<file path="src/rtl/bwa_pkg.sv">
// Shared types and constants for the bitrate window adapter.
// No dependencies; imported by every module of the block but bwa_ram.
`timescale 1ns / 1ps
`default_nettype none

package bwa_pkg;

    // Field widths
    localparam int RATE_W = 20;
    localparam int TIME_W = 48;
    localparam int INTV_W = 16;
    localparam int KIND_W = 2;
    localparam int CFG_IDX_W = 1;

    // Default window length
    localparam int WINDOW_DEF = 10;

    // Reset values of the configuration registers
    localparam logic [RATE_W-1:0] MAX_RESET = RATE_W'(4000);
    localparam logic [INTV_W-1:0] INTV_RESET = INTV_W'(1000);

    // Rule constants: decrease when sample*10 <= current*9,
    // increase when mean*5 > current*6
    localparam int DEC_SAMPLE_MUL = 10;
    localparam int DEC_CUR_MUL = 9;
    localparam int INC_MEAN_MUL = 5;
    localparam int INC_CUR_MUL = 6;
    localparam int US_PER_MS = 1000;

    // Register indexes
    localparam logic [CFG_IDX_W-1:0] CFG_MAX_RATE = 1'b0;
    localparam logic [CFG_IDX_W-1:0] CFG_INC_INTV = 1'b1;

    // Change codes
    localparam logic [KIND_W-1:0] KIND_NONE = 2'd0;
    localparam logic [KIND_W-1:0] KIND_DEC = 2'd1;
    localparam logic [KIND_W-1:0] KIND_INC = 2'd2;

    // Sequencer states
    typedef enum logic [2:0] {
        S_IDLE,
        S_DEC,
        S_SCAN,
        S_TRIM,
        S_DIV,
        S_INC,
        S_OUT
    } t_state;

    // Control from the sequencer to the window accumulator
    typedef struct packed {
        logic clr;
        logic add;
        logic fin;
    } t_acc_ctrl;

endpackage

`default_nettype wire

</file>
<file path="src/rtl/bwa_ram.sv">
// Generic single-clock RAM: one write port, one read port, registered read.
// No dependencies.
`timescale 1ns / 1ps
`default_nettype none

module bwa_ram #(
    parameter int WIDTH = 20,
    parameter int DEPTH = 10
) (
    input  wire logic                     i_clk,
    input  wire logic                     i_we,
    input  wire logic [$clog2(DEPTH)-1:0] i_waddr,
    input  wire logic [WIDTH-1:0]         i_wdata,
    input  wire logic [$clog2(DEPTH)-1:0] i_raddr,
    output      logic [WIDTH-1:0]         o_rdata
);

    logic [WIDTH-1:0] r_mem [DEPTH];
    logic [WIDTH-1:0] r_rdata;

    // Write and read; the read data is registered
    always_ff @(posedge i_clk) begin
        if (i_we) begin
            r_mem[i_waddr] <= i_wdata;
        end
        r_rdata <= r_mem[i_raddr];
    end

    assign o_rdata = r_rdata;

endmodule

`default_nettype wire

</file>
<file path="src/rtl/bwa_acc.sv">
// Window accumulator: sum, largest and smallest entry over a scan of the window,
// then the trimmed total. Depends on bwa_pkg.
`timescale 1ns / 1ps
`default_nettype none

module bwa_acc
    import bwa_pkg::*;
#(
    parameter int WINDOW = WINDOW_DEF
) (
    input  wire logic                                i_clk,
    input  wire logic                                i_rst_n,
    input  wire t_acc_ctrl                           i_ctrl,
    input  wire logic [RATE_W-1:0]                   i_data,
    output      logic [RATE_W+$clog2(WINDOW)-1:0]    o_tot,
    output      logic                                o_tot_vld
);

    localparam int SW = RATE_W + $clog2(WINDOW);

    logic [SW-1:0]     r_sum;
    logic [RATE_W-1:0] r_hi;
    logic [RATE_W-1:0] r_lo;
    logic [SW-1:0]     r_tot;
    logic              r_tot_vld;

    // Clear before a scan, fold in each read word, then trim
    always_ff @(posedge i_clk) begin
        if (i_ctrl.clr) begin
            r_sum <= '0;
            r_hi  <= '0;
            r_lo  <= '1;
        end else if (i_ctrl.add) begin
            r_sum <= r_sum + SW'(i_data);
            if (i_data > r_hi) begin
                r_hi <= i_data;
            end
            if (i_data < r_lo) begin
                r_lo <= i_data;
            end
        end
        if (i_ctrl.fin) begin
            r_tot <= r_sum - SW'(r_hi) - SW'(r_lo);
        end
    end

    // Flag the trimmed total for the divider
    always_ff @(posedge i_clk) begin
        if (!i_rst_n) begin
            r_tot_vld <= 1'b0;
        end else begin
            r_tot_vld <= i_ctrl.fin;
        end
    end

    assign o_tot     = r_tot;
    assign o_tot_vld = r_tot_vld;

endmodule

`default_nettype wire

</file>
<file path="src/rtl/bwa_div.sv">
// Two-stage divider of the trimmed total by WINDOW-2: reciprocal multiply,
// then one correction step. Depends on bwa_pkg.
`timescale 1ns / 1ps
`default_nettype none

module bwa_div
    import bwa_pkg::*;
#(
    parameter int WINDOW = WINDOW_DEF
) (
    input  wire logic                             i_clk,
    input  wire logic                             i_rst_n,
    input  wire logic                             i_start,
    input  wire logic [RATE_W+$clog2(WINDOW)-1:0] i_tot,
    output      logic [RATE_W-1:0]                o_mean,
    output      logic                             o_done
);

    localparam int SW = RATE_W + $clog2(WINDOW);
    localparam int DW = $clog2(WINDOW);
    localparam int PW = 2 * SW;
    localparam int DIVISOR = WINDOW - 2;
    // floor(2^SW / divisor): the estimate is the quotient or one below it
    localparam logic [SW-1:0] RECIP = SW'((64'd1 << SW) / DIVISOR);
    localparam logic [SW-1:0] DIV_V = SW'(DIVISOR);

    logic [PW-1:0]     r_prod;
    logic [SW-1:0]     r_tot;
    logic              r_v1;
    logic [RATE_W-1:0] r_mean;
    logic              r_done;

    logic [SW-1:0]    q0;
    logic [SW+DW-1:0] qd;
    logic [SW+DW-1:0] rem_w;
    logic [SW-1:0]    rem;
    logic [SW-1:0]    quo;

    // Correct the estimate by one where the remainder reaches the divisor
    always_comb begin
        q0    = r_prod[PW-1:SW];
        qd    = (SW+DW)'(q0) * (SW+DW)'(DIVISOR);
        rem_w = (SW+DW)'(r_tot) - qd;
        rem   = rem_w[SW-1:0];
        quo   = (rem >= DIV_V) ? q0 + SW'(1) : q0;
    end

    // Payload stages
    always_ff @(posedge i_clk) begin
        if (i_start) begin
            r_prod <= PW'(i_tot) * PW'(RECIP);
            r_tot  <= i_tot;
        end
        if (r_v1) begin
            r_mean <= quo[RATE_W-1:0];
        end
    end

    // Stage valids
    always_ff @(posedge i_clk) begin
        if (!i_rst_n) begin
            r_v1   <= 1'b0;
            r_done <= 1'b0;
        end else begin
            r_v1   <= i_start;
            r_done <= r_v1;
        end
    end

    assign o_mean = r_mean;
    assign o_done = r_done;

endmodule

`default_nettype wire

</file>
<file path="src/rtl/bitrate_window_adapter.sv">
// Top level of the bitrate window adapter: sequencer, state registers, window RAM,
// accumulator and divider. Depends on bwa_pkg, bwa_ram, bwa_acc, bwa_div.
//
//  channel  | handshake                 | payload
//  ---------+---------------------------+---------------------------------
//  input    | i_in_valid / o_in_ready   | i_sample_kbps, i_now_us
//  output   | o_out_valid / i_out_ready | o_bitrate_kbps, o_change_kind
//  config   | i_cfg_we (no wait)        | i_cfg_index, i_cfg_data
//
// Without a window scan an item passes S_DEC and S_OUT on its way to the result;
// when the increase rule is evaluated it also passes S_SCAN, S_TRIM, S_DIV and
// S_INC; the scan reads the window RAM an entry a cycle via its single read port.
// One item is in work at a time; the next is taken once the result is loaded
// into the output register, even while that result still waits to be taken.
// Synchronous active-low reset: current rate to 4000, window empty.
`timescale 1ns / 1ps
`default_nettype none

module bitrate_window_adapter
    import bwa_pkg::*;
#(
    parameter int WINDOW = WINDOW_DEF
) (
    input  wire logic                 i_clk,
    input  wire logic                 i_rst_n,
    input  wire logic                 i_in_valid,
    output      logic                 o_in_ready,
    input  wire logic [RATE_W-1:0]    i_sample_kbps,
    input  wire logic [TIME_W-1:0]    i_now_us,
    output      logic                 o_out_valid,
    input  wire logic                 i_out_ready,
    output      logic [RATE_W-1:0]    o_bitrate_kbps,
    output      logic [KIND_W-1:0]    o_change_kind,
    input  wire logic                 i_cfg_we,
    input  wire logic [CFG_IDX_W-1:0] i_cfg_index,
    input  wire logic [RATE_W-1:0]    i_cfg_data
);

    localparam int AW = $clog2(WINDOW);
    localparam int CW = $clog2(WINDOW + 1);
    localparam int SW = RATE_W + AW;
    localparam logic [CW-1:0] WIN_C = CW'(WINDOW);
    localparam logic [AW-1:0] LAST_A = AW'(WINDOW - 1);

    t_state r_state;
    t_state n_state;

    logic [RATE_W-1:0] r_max;
    logic [INTV_W-1:0] r_intv;
    logic [RATE_W-1:0] r_sample;
    logic [TIME_W-1:0] r_now;
    logic [AW-1:0]     r_head;
    logic [CW-1:0]     r_count;
    logic [RATE_W-1:0] r_cur;
    logic [TIME_W-1:0] r_last;
    logic [TIME_W:0]   r_deadline;
    logic [KIND_W-1:0] r_kind;
    logic [CW-1:0]     r_idx;
    logic              r_rd_vld;
    logic              r_out_valid;
    logic [RATE_W-1:0] r_out_rate;
    logic [KIND_W-1:0] r_out_kind;

    logic              accept;
    logic              dec_hit;
    logic              inc_try;
    logic              inc_hit;
    logic              out_load;
    logic [RATE_W-1:0] rd_data;
    logic [SW-1:0]     tot;
    logic              tot_vld;
    logic [RATE_W-1:0] mean;
    logic              div_done;
    t_acc_ctrl         acc_ctrl;

    assign accept = i_in_valid && o_in_ready;

    // Rule tests
    always_comb begin
        dec_hit = (24'(r_sample) * 24'(DEC_SAMPLE_MUL)) <= (24'(r_cur) * 24'(DEC_CUR_MUL));
        inc_try = (r_count == WIN_C) && (r_cur < r_max);
        inc_hit = ((23'(mean) * 23'(INC_MEAN_MUL)) > (23'(r_cur) * 23'(INC_CUR_MUL)))
                  && (r_sample >= mean)
                  && ({1'b0, r_now} > r_deadline);
    end

    // Sequencer state
    always_ff @(posedge i_clk) begin
        if (!i_rst_n) begin
            r_state <= S_IDLE;
        end else begin
            r_state <= n_state;
        end
    end

    // Next state and control
    always_comb begin
        n_state      = r_state;
        o_in_ready   = 1'b0;
        out_load     = 1'b0;
        acc_ctrl.clr = 1'b0;
        acc_ctrl.add = r_rd_vld;
        acc_ctrl.fin = 1'b0;
        case (r_state)
            S_IDLE: begin
                // hold off input while in reset
                o_in_ready = i_rst_n;
                if (i_in_valid) begin
                    n_state = S_DEC;
                end
            end
            S_DEC: begin
                acc_ctrl.clr = 1'b1;
                if (!dec_hit && inc_try) begin
                    n_state = S_SCAN;
                end else begin
                    n_state = S_OUT;
                end
            end
            S_SCAN: begin
                if (r_rd_vld && (r_idx == WIN_C)) begin
                    n_state = S_TRIM;
                end
            end
            S_TRIM: begin
                acc_ctrl.fin = 1'b1;
                n_state      = S_DIV;
            end
            S_DIV: begin
                if (div_done) begin
                    n_state = S_INC;
                end
            end
            S_INC: begin
                n_state = S_OUT;
            end
            S_OUT: begin
                if (!r_out_valid || i_out_ready) begin
                    out_load = 1'b1;
                    n_state  = S_IDLE;
                end
            end
            default: begin
                n_state = S_IDLE;
            end
        endcase
    end

    // Configuration registers
    always_ff @(posedge i_clk) begin
        if (!i_rst_n) begin
            r_max  <= MAX_RESET;
            r_intv <= INTV_RESET;
        end else if (i_cfg_we) begin
            case (i_cfg_index)
                CFG_MAX_RATE: r_max <= i_cfg_data;
                CFG_INC_INTV: r_intv <= i_cfg_data[INTV_W-1:0];
                default: begin
                end
            endcase
        end
    end

    // Rate state: window position, current rate and time of last change
    always_ff @(posedge i_clk) begin
        if (!i_rst_n) begin
            r_head  <= '0;
            r_count <= '0;
            r_cur   <= MAX_RESET;
            r_last  <= '0;
            r_kind  <= KIND_NONE;
        end else begin
            if (accept) begin
                r_head <= (r_head == LAST_A) ? '0 : r_head + AW'(1);
                if (r_count < WIN_C) begin
                    r_count <= r_count + CW'(1);
                end
            end
            if (r_state == S_DEC) begin
                if (dec_hit) begin
                    r_cur  <= r_sample;
                    r_last <= r_now;
                    r_kind <= KIND_DEC;
                end else begin
                    r_kind <= KIND_NONE;
                end
            end
            if ((r_state == S_INC) && inc_hit) begin
                r_cur  <= (mean > r_max) ? r_max : mean;
                r_last <= r_now;
                r_kind <= KIND_INC;
            end
        end
    end

    // Hold the item and the increase deadline
    always_ff @(posedge i_clk) begin
        if (accept) begin
            r_sample <= i_sample_kbps;
            r_now    <= i_now_us;
        end
        if (r_state == S_DEC) begin
            r_deadline <= {1'b0, r_last}
                          + (TIME_W+1)'(26'(r_intv) * 26'(US_PER_MS));
        end
    end

    // Scan address counter and read-data flag
    always_ff @(posedge i_clk) begin
        if (!i_rst_n) begin
            r_idx    <= '0;
            r_rd_vld <= 1'b0;
        end else begin
            if (r_state == S_DEC) begin
                r_idx <= '0;
            end else if ((r_state == S_SCAN) && (r_idx != WIN_C)) begin
                r_idx <= r_idx + CW'(1);
            end
            r_rd_vld <= (r_state == S_SCAN) && (r_idx != WIN_C);
        end
    end

    // Output register
    always_ff @(posedge i_clk) begin
        if (!i_rst_n) begin
            r_out_valid <= 1'b0;
        end else if (out_load) begin
            r_out_valid <= 1'b1;
        end else if (i_out_ready) begin
            r_out_valid <= 1'b0;
        end
    end

    always_ff @(posedge i_clk) begin
        if (out_load) begin
            r_out_rate <= r_cur;
            r_out_kind <= r_kind;
        end
    end

    assign o_out_valid    = r_out_valid;
    assign o_bitrate_kbps = r_out_rate;
    assign o_change_kind  = r_out_kind;

    // Window store: the sample is written at accept, scans come later
    bwa_ram #(
        .WIDTH (RATE_W),
        .DEPTH (WINDOW)
    ) u_ram (
        .i_clk   (i_clk),
        .i_we    (accept),
        .i_waddr (r_head),
        .i_wdata (i_sample_kbps),
        .i_raddr (r_idx[AW-1:0]),
        .o_rdata (rd_data)
    );

    bwa_acc #(
        .WINDOW (WINDOW)
    ) u_acc (
        .i_clk     (i_clk),
        .i_rst_n   (i_rst_n),
        .i_ctrl    (acc_ctrl),
        .i_data    (rd_data),
        .o_tot     (tot),
        .o_tot_vld (tot_vld)
    );

    bwa_div #(
        .WINDOW (WINDOW)
    ) u_div (
        .i_clk   (i_clk),
        .i_rst_n (i_rst_n),
        .i_start (tot_vld),
        .i_tot   (tot),
        .o_mean  (mean),
        .o_done  (div_done)
    );

    // Checks
    a_count_bound: assert property (@(posedge i_clk) disable iff (!i_rst_n)
        r_count <= WIN_C)
        else $error("window fill count beyond window length");

    a_load_from_out: assert property (@(posedge i_clk) disable iff (!i_rst_n)
        $rose(o_out_valid) |-> $past(r_state) == S_OUT)
        else $error("result loaded outside the output state");

    a_div_in_wait: assert property (@(posedge i_clk) disable iff (!i_rst_n)
        div_done |-> r_state == S_DIV)
        else $error("divider result outside the wait state");

    a_inc_capped: assert property (@(posedge i_clk) disable iff (!i_rst_n)
        (r_state == S_INC) && inc_hit |=> r_cur <= r_max)
        else $error("increase went above the cap");

    a_scan_full: assert property (@(posedge i_clk) disable iff (!i_rst_n)
        r_state == S_SCAN |-> r_count == WIN_C)
        else $error("scan started on a window that is not full");

endmodule

`default_nettype wire
</file>
<file path="config.mk">
export PLATFORM = sky130hd
export DESIGN_NAME = bitrate_window_adapter
export DESIGN_NICKNAME = d
export VERILOG_FILES = /design/src/rtl/bwa_pkg.sv /design/src/rtl/bwa_ram.sv /design/src/rtl/bwa_acc.sv /design/src/rtl/bwa_div.sv /design/src/rtl/bitrate_window_adapter.sv
export SDC_FILE = /design/constraint.sdc
export NUM_CORES = 2
export LEC_CHECK = 0
export BUFFER_PORTS_ARGS = -buffer_cell sky130_fd_sc_hd__buf_2
export CAP_MARGIN = 20
export CORE_MARGIN = 2
export CORE_UTILIZATION = 56
export CTS_BUF_LIST = sky130_fd_sc_hd__clkbuf_8
export CTS_CLUSTER_DIAMETER = 30
export DETAILED_ROUTE_END_ITERATION = 8
export PLACE_DENSITY = 0.71
export SLEW_MARGIN = 20
export SYNTH_ARGS = -nofsm -noshare
export SYNTH_HDL_FRONTEND = slang
export SYNTH_SLANG_ARGS = --single-unit
</file>
<file path="constraint.sdc">
create_clock -name i_clk -period 16.4 [get_ports i_clk]
set_input_delay 4.1 -clock i_clk [delete_from_list [all_inputs] [get_ports i_clk]]
set_output_delay 4.1 -clock i_clk [all_outputs]
set_load 0.1 [all_outputs]
</file>
### Word-level counts from Yosys, hierarchy flattened

Memories as Yosys holds them, arrays and structs flattened. A register that Yosys moved wholly into a read port is not among the register bits.
Cells that the tools add are included.

| word-level totals | value |
|---|---|
| bits in registers | 397 |
| bits in writable memories | 200 |
| bits of input ports | 94 |
| memories | 1 |

Memory list:

| name | depth | bits a word | read ports | clocked after memory_dff | wr ports | line | RTL |
|---|---|---|---|---|---|---|---|
| u_ram.r_mem | 10 | 20 | 1 | 1 | 1 | bwa_ram.sv:18 | `logic [WIDTH-1:0] r_mem [DEPTH];` |

| operators by class | value |
|---|---|
| add/subtract/negate cells | 9 |
| $mul | 5 |
| magnitude comparators | 10 |
| equal/unequal tests | 14 |
| muxes and demuxes | 27 |
| bitwise gates (word level) | 2 |
| reductions and logical operators | 24 |

Operators by type and width:

| operator | count |
|---|---|
| 48-bit two-way mux | 3 |
| 20-bit two-way mux | 5 |
| 48-bit by 26-bit adder with 49-bit output | 1 |
| 48-bit by 49-bit greater-than comparator with 1-bit output | 1 |
| 24-bit by 20-bit subtractor with 24-bit output | 2 |
| 20-bit by 3-bit multiplier with 23-bit output (second input constant) | 2 |
| 20-bit greater-than comparator | 2 |
| 20-bit less-than comparator | 2 |
| 24-bit by 20-bit adder with 24-bit output | 1 |
| 24-bit by 4-bit greater-or-equal comparator with 1-bit output (second input constant) | 1 |
| 24-bit less-or-equal comparator | 1 |
| 20-bit by 4-bit multiplier with 24-bit output (second input constant) | 1 |
| 24-bit subtractor | 1 |
| 23-bit greater-than comparator | 1 |
| 16-bit by 7-bit multiplier with 23-bit output (second input constant) | 1 |
| 20-bit by 2-bit multiplier with 22-bit output (second input constant) | 1 |
| 3-bit one-hot mux with 7 select lines | 1 |
| 20-bit by 1-bit adder with 20-bit output (second input constant) | 1 |
| 20-bit greater-or-equal comparator | 1 |
| 3-bit two-way mux | 5 |
| 4-bit by 1-bit adder with 4-bit output (second input constant) | 3 |
| 4-bit equality test (second input constant) | 3 |
| 2-bit AND reduction | 6 |
| 1-bit two-way mux | 10 |
| 17 further kinds | 35 |

### Logic depth before layout (Yosys ltp)

| logic depth | value |
|---|---|
| depth after elaboration | 7 |
| depth in mapped cells | 24 |

### Modules after synthesis

A second synthesis with hierarchy kept.

| unflattened totals | value |
|---|---|
| cell total of the unflattened synthesis | 3393 |
| area, all modules | 37442.2 um2 |

Modules (own cells, without submodules):

| module | instances | cells an instance | area each (um2) | seq. area each (um2) |
|---|---|---|---|---|
| bitrate_window_adapter | 1 | 2145 | 21000.1 | 6636.4 |
| bwa_ram | 1 | 443 | 8349.3 | 6406.1 |
| bwa_acc | 1 | 761 | 6839.1 | 2021.9 |
| bwa_div | 1 | 44 | 1253.7 | 1241.2 |

### Worst setup path after synthesis

OpenSTA, ideal clock, no wires.

| timing | value |
|---|---|
| path kind | input port to output port |
| start point | in i_rst_n |
| end point | out o_in_ready |
| data arrival time | 7.010 ns |
| required time | 12.300 ns |
| path slack | 5.290 ns |
| cell stages on the path | 2 |
| buffers on the path | 0 |
| cell sequence | inv_1 -> nor4_1 |

| between the ends | value |
|---|---|
| word-level cells in the longest chain between the ends | 1 |

RTL lines:

| what | line | RTL |
|---|---|---|
| start, declared | bitrate_window_adapter.sv:25 | `input wire logic i_rst_n,` |
| 1-bit two-way mux | bitrate_window_adapter.sv:104 | `case (r_state)` |
| end, declared | bitrate_window_adapter.sv:27 | `output logic o_in_ready,` |

No other way between the ends.

### Final worst setup path

Same ends and word-level chain as after synthesis.

==> results.md <==
* Clock-pin transition on the worst setup and hold timing paths at 0.06 ns
* Area delta synth->final at 12.1%
* Number of nets with antenna violations after routing at 0
* Upper clock frequency limit at 93.5 MHz
* Post-route fraction of the period consumed by the critical path at 65.2%
* Number of nets produced by synthesis at 3,955
* Warning count from the yosys run at 0
* Arrival time at the worst endpoint at 6.60 ns
* Number of buffers inserted by port buffering at 117
* Wire length of the first global-routing pass at 142,000 um
* Global Route met3 Usage at 4.51%
* Number of iterations in the first detailed-routing pass at 5
* Crit path from: i_rst_n
* Total detailed-routing wirelength at 89,800 um
* Result of the run: complete, no violations
* Max IR drop VDD at 162 uV
* Critical Path Start Type: input pin
* # nets final at 4,115
* Total half-perimeter wirelength after legalization and detailed placement at 66,000 um
* Chip Height at 259 um
* Filler cells at 5,086
* Predominant post-synthesis flop cell: sky130_fd_sc_hd__edfxtp_1
* Number of vias per cell at 5.97
* Pwr/cell area at 176 nW/um^2
* Final Cell Area at 40,800 um^2
* Worst path required time at 12.30 ns
* Post-CTS Setup Inserts at 0
* Area used by multi-input combinational logic at 18,800 um^2
* GRT met2 Usage at 43.9%
* Worst Setup End Kind: primary output
* Total number of clock tree sinks at 608
* Post-Synthesis Cell Area at 36,400 um^2
* Clock H-tree levels at 3
* Share of layout cells above drive strength 1 at 11.9%
* Deepest clock path buffer count at 3
* Most common library cells after synthesis: sky130_fd_sc_hd__ha_1 (440), sky130_fd_sc_hd__edfxtp_1 (399), sky130_fd_sc_hd__inv_1 (287)
* Sequential-to-total area share from yosys stat at 44.5%
* Reg2Reg Depth at 21
* Setup repair after global routing missed its margin: no
* Pin slew with the least headroom to its limit at 1.03 ns
* Max Cap Violations at 0
* Post-CTS sizing at 0
* Endpoints failing setup at 0
* Min-Delay Path Class: reg2reg
* Floorplan die area at 67,000 um^2
* Latest clock arrival within the worst-skew pair at 0.78 ns
* Distinct cell type count after synthesis at 85
* Number of antenna violations at the first check in global routing at 1
* Final number of hold-violating endpoints at 0
* Initial detailed-routing violation count at 2,099
* Top post-synthesis cells by area: sky130_fd_sc_hd__edfxtp_1 (33%), sky130_fd_sc_hd__ha_1 (15%), sky130_fd_sc_hd__dfxtp_1 (12%)
* Maximum net fanout on the critical path at 50
* Most congested layer reported by global routing: met2
* GRT met1 Usage at 35.4%
* Clock tree from TritonCTS: built
* Most frequent cell after synthesis: sky130_fd_sc_hd__ha_1
* Number of top-level design ports at 118
* Async set-reset flop share out of synthesis at 0%
* Cell chosen for the clock root: sky130_fd_sc_hd__clkbuf_8
* Pin count of the biggest net entering global routing at 88
* Static power due to leakage at 16.9 nW
* Post-synth top area cell: sky130_fd_sc_hd__edfxtp_1
* CTS buffer count at 119
* Area share of the largest cell type after synthesis at 32.9%
* Weighted congestion at the end of routability-driven global placement at 0.950
* Path type of the worst setup path: in2out
* Number of global-route vias before repair at 26,800
* Synthesized area divided by synthesized cell count at 10.9 um^2
* Critical R2R Launch: r_intv[4]
* Overall die width at 259 um
* Number of placement rows at 93
* Gate count of the mapped netlist at 3,342
* EDFF count, synth at 399
* Total DRC errors in the routed layout at 0
* Core box area at 64,300 um^2
* Internal reg-to-reg setup slack at 8.91 ns
* Count of hold-fix buffers inserted at cts at 0
* Yosys reg bits at 608
* GRT Overall Usage at 26.9%
* Capture point of the worst reg-to-reg path: r_deadline[29]
* Crit path capture: o_in_ready
* Worst max-slew margin expressed relative to the limit at 31.1%
* Vias after detailed routing at 26,600
* Final clock skew at 0.0781 ns
* Starting Density at 56.5%
* Total negative setup slack at 0 ns
* GRT overflow at 0
* Area of all sequential standard cells at 16,200 um^2
* Minimum clock period at 10.70 ns
* Wire length per cell after detailed routing at 20.1 um
* Final count of pins violating max slew at 0
* Standard cell area after detailed placement at 37,900 um^2
-- logic make-up (layout without fill, tap and decap cells) --
logic type	Yosys count	after routing	synth area share, %
flops	608	608	44.5
fa+ha+maj	519	519	19.5
xor+xnor	146	146	3.52
simple gates	803	803	10.7
compound gates	783	783	13.9
mux	89	89	3.83
buf+inv	394	659	4.13
other cells	0	1	0
-- cells in the final DEF (no fill, tap or decap), types with 10 or more instances in the layout --
cell type	instances
sky130_fd_sc_hd__a211o_1	10
sky130_fd_sc_hd__clkbuf_8	131
sky130_fd_sc_hd__o211ai_1	53
sky130_fd_sc_hd__and2_1	43
sky130_fd_sc_hd__o21ai_0	90
sky130_fd_sc_hd__or3_1	10
sky130_fd_sc_hd__o21a_1	31
sky130_fd_sc_hd__or2_2	11
sky130_fd_sc_hd__mux4_2	40
sky130_fd_sc_hd__o21ai_1	71
sky130_fd_sc_hd__o31ai_1	13
sky130_fd_sc_hd__xor2_1	42
sky130_fd_sc_hd__clkinv_1	11
sky130_fd_sc_hd__a21oi_1	245
sky130_fd_sc_hd__clkinv_2	15
sky130_fd_sc_hd__fa_1	79
sky130_fd_sc_hd__dfxtp_1	207
sky130_fd_sc_hd__bufinv_16	15
sky130_fd_sc_hd__a211oi_1	54
sky130_fd_sc_hd__nand4_1	38
sky130_fd_sc_hd__buf_4	25
sky130_fd_sc_hd__nor2_1	172
sky130_fd_sc_hd__clkinvlp_4	16
sky130_fd_sc_hd__edfxtp_1	399
sky130_fd_sc_hd__buf_2	117
sky130_fd_sc_hd__nand3_1	139
sky130_fd_sc_hd__o21bai_1	13
sky130_fd_sc_hd__nor2b_1	27
sky130_fd_sc_hd__a311oi_1	10
sky130_fd_sc_hd__a21o_1	69
sky130_fd_sc_hd__nand2b_1	25
sky130_fd_sc_hd__xnor2_1	104
sky130_fd_sc_hd__a31oi_1	16
sky130_fd_sc_hd__and3_1	21
sky130_fd_sc_hd__mux2i_1	49
sky130_fd_sc_hd__ha_1	440
sky130_fd_sc_hd__inv_1	306
sky130_fd_sc_hd__nand2_1	203
sky130_fd_sc_hd__nor3_1	55
sky130_fd_sc_hd__o31a_1	14
-- stage by stage --
stage / cells / utilization (%) / hold WS (ns) / setup slack, ns / power, mW
floorplan: 3342 / - / 0.400 / 5.29 / 4.59
global placement: 4235 / 58.9 / 0.407 / 5.68 / 5.29
detailed placement: 4235 / 58.9 / 0.405 / 5.71 / 5.41
CTS: 4461 / 63.3 / 0.383 / 5.72 / 7.17
global route: 4463 / 63.4 / 0.407 / 5.64 / 7.68
finish: 4463 / 63.4 / 0.394 / 5.70 / 7.17
-- how the worst min path moves through the flow --
stage	from	end	slack, ns	cells past startpoint
floorplan	u_div.r_tot[3]	u_div.o_mean[0]	0.40	0
global placement	u_div.r_tot[17]	u_div.o_mean[14]	0.41	0
detailed placement	u_div.r_tot[13]	u_div.o_mean[10]	0.40	0
CTS	u_acc.o_tot[9]	u_div.r_tot[9]	0.38	0
global route	u_acc.o_tot[3]	u_div.r_tot[3]	0.41	0
finish	u_acc.o_tot[9]	u_div.r_tot[9]	0.39	0
-- flip-flops by register name, summed over array words and instances (netlist names), 2 cells and up --
signal          count
u_ram.r_mem       200
r_deadline         49
r_last             48
r_now              48
u_acc.r_sum        23
o_bitrate_kbps     20
r_cur              20
r_max              20
r_sample           20
u_acc.o_tot        20
u_acc.r_hi         20
u_acc.r_lo         20
u_div.o_mean       20
u_div.r_tot        20
u_ram.o_rdata      20
r_intv             16
r_count             4
r_head              4
r_idx               4
r_state             3
o_change_kind       2
r_kind              2
-- critical path: stages --
cell and delay, ns:
sky130_fd_sc_hd__buf_2 0.39, sky130_fd_sc_hd__clkinv_2 0.72, sky130_fd_sc_hd__nor4_1 0.79, sky130_fd_sc_hd__buf_2 0.55
-- cell type report --
type | count | share of cell area, %
flip-flops and latches | 608 | 39.7
clock buffers | 131 | 4.42
diodes | 1 | 0.00614
repair buffers | 143 | 1.96
well taps | 855 | 2.62
clock inverters | 95 | 2.51
multi-input cells | 2340 | 46.1
inverters | 290 | 2.68
-- routing by layer --
metal / up-vias / wire [um]
met5: - / 0
met4: 0 / 3570
met2: 961 / 42600
li1: 12600 / -
met3: 216 / 6180
met1: 12800 / 37500
-- power breakdown --
| group | total, mW | switching (mW) | leakage [nW] | internal [mW] |
|---|---|---|---|---|
| combinational | 3.26 | 1.90 | 10.1 | 1.35 |
| sequential | 2.18 | 0.218 | 5.34 | 1.96 |
| clock | 1.73 | 0.730 | 1.46 | 1.00 |
Power figures use the tool's default switching activity.
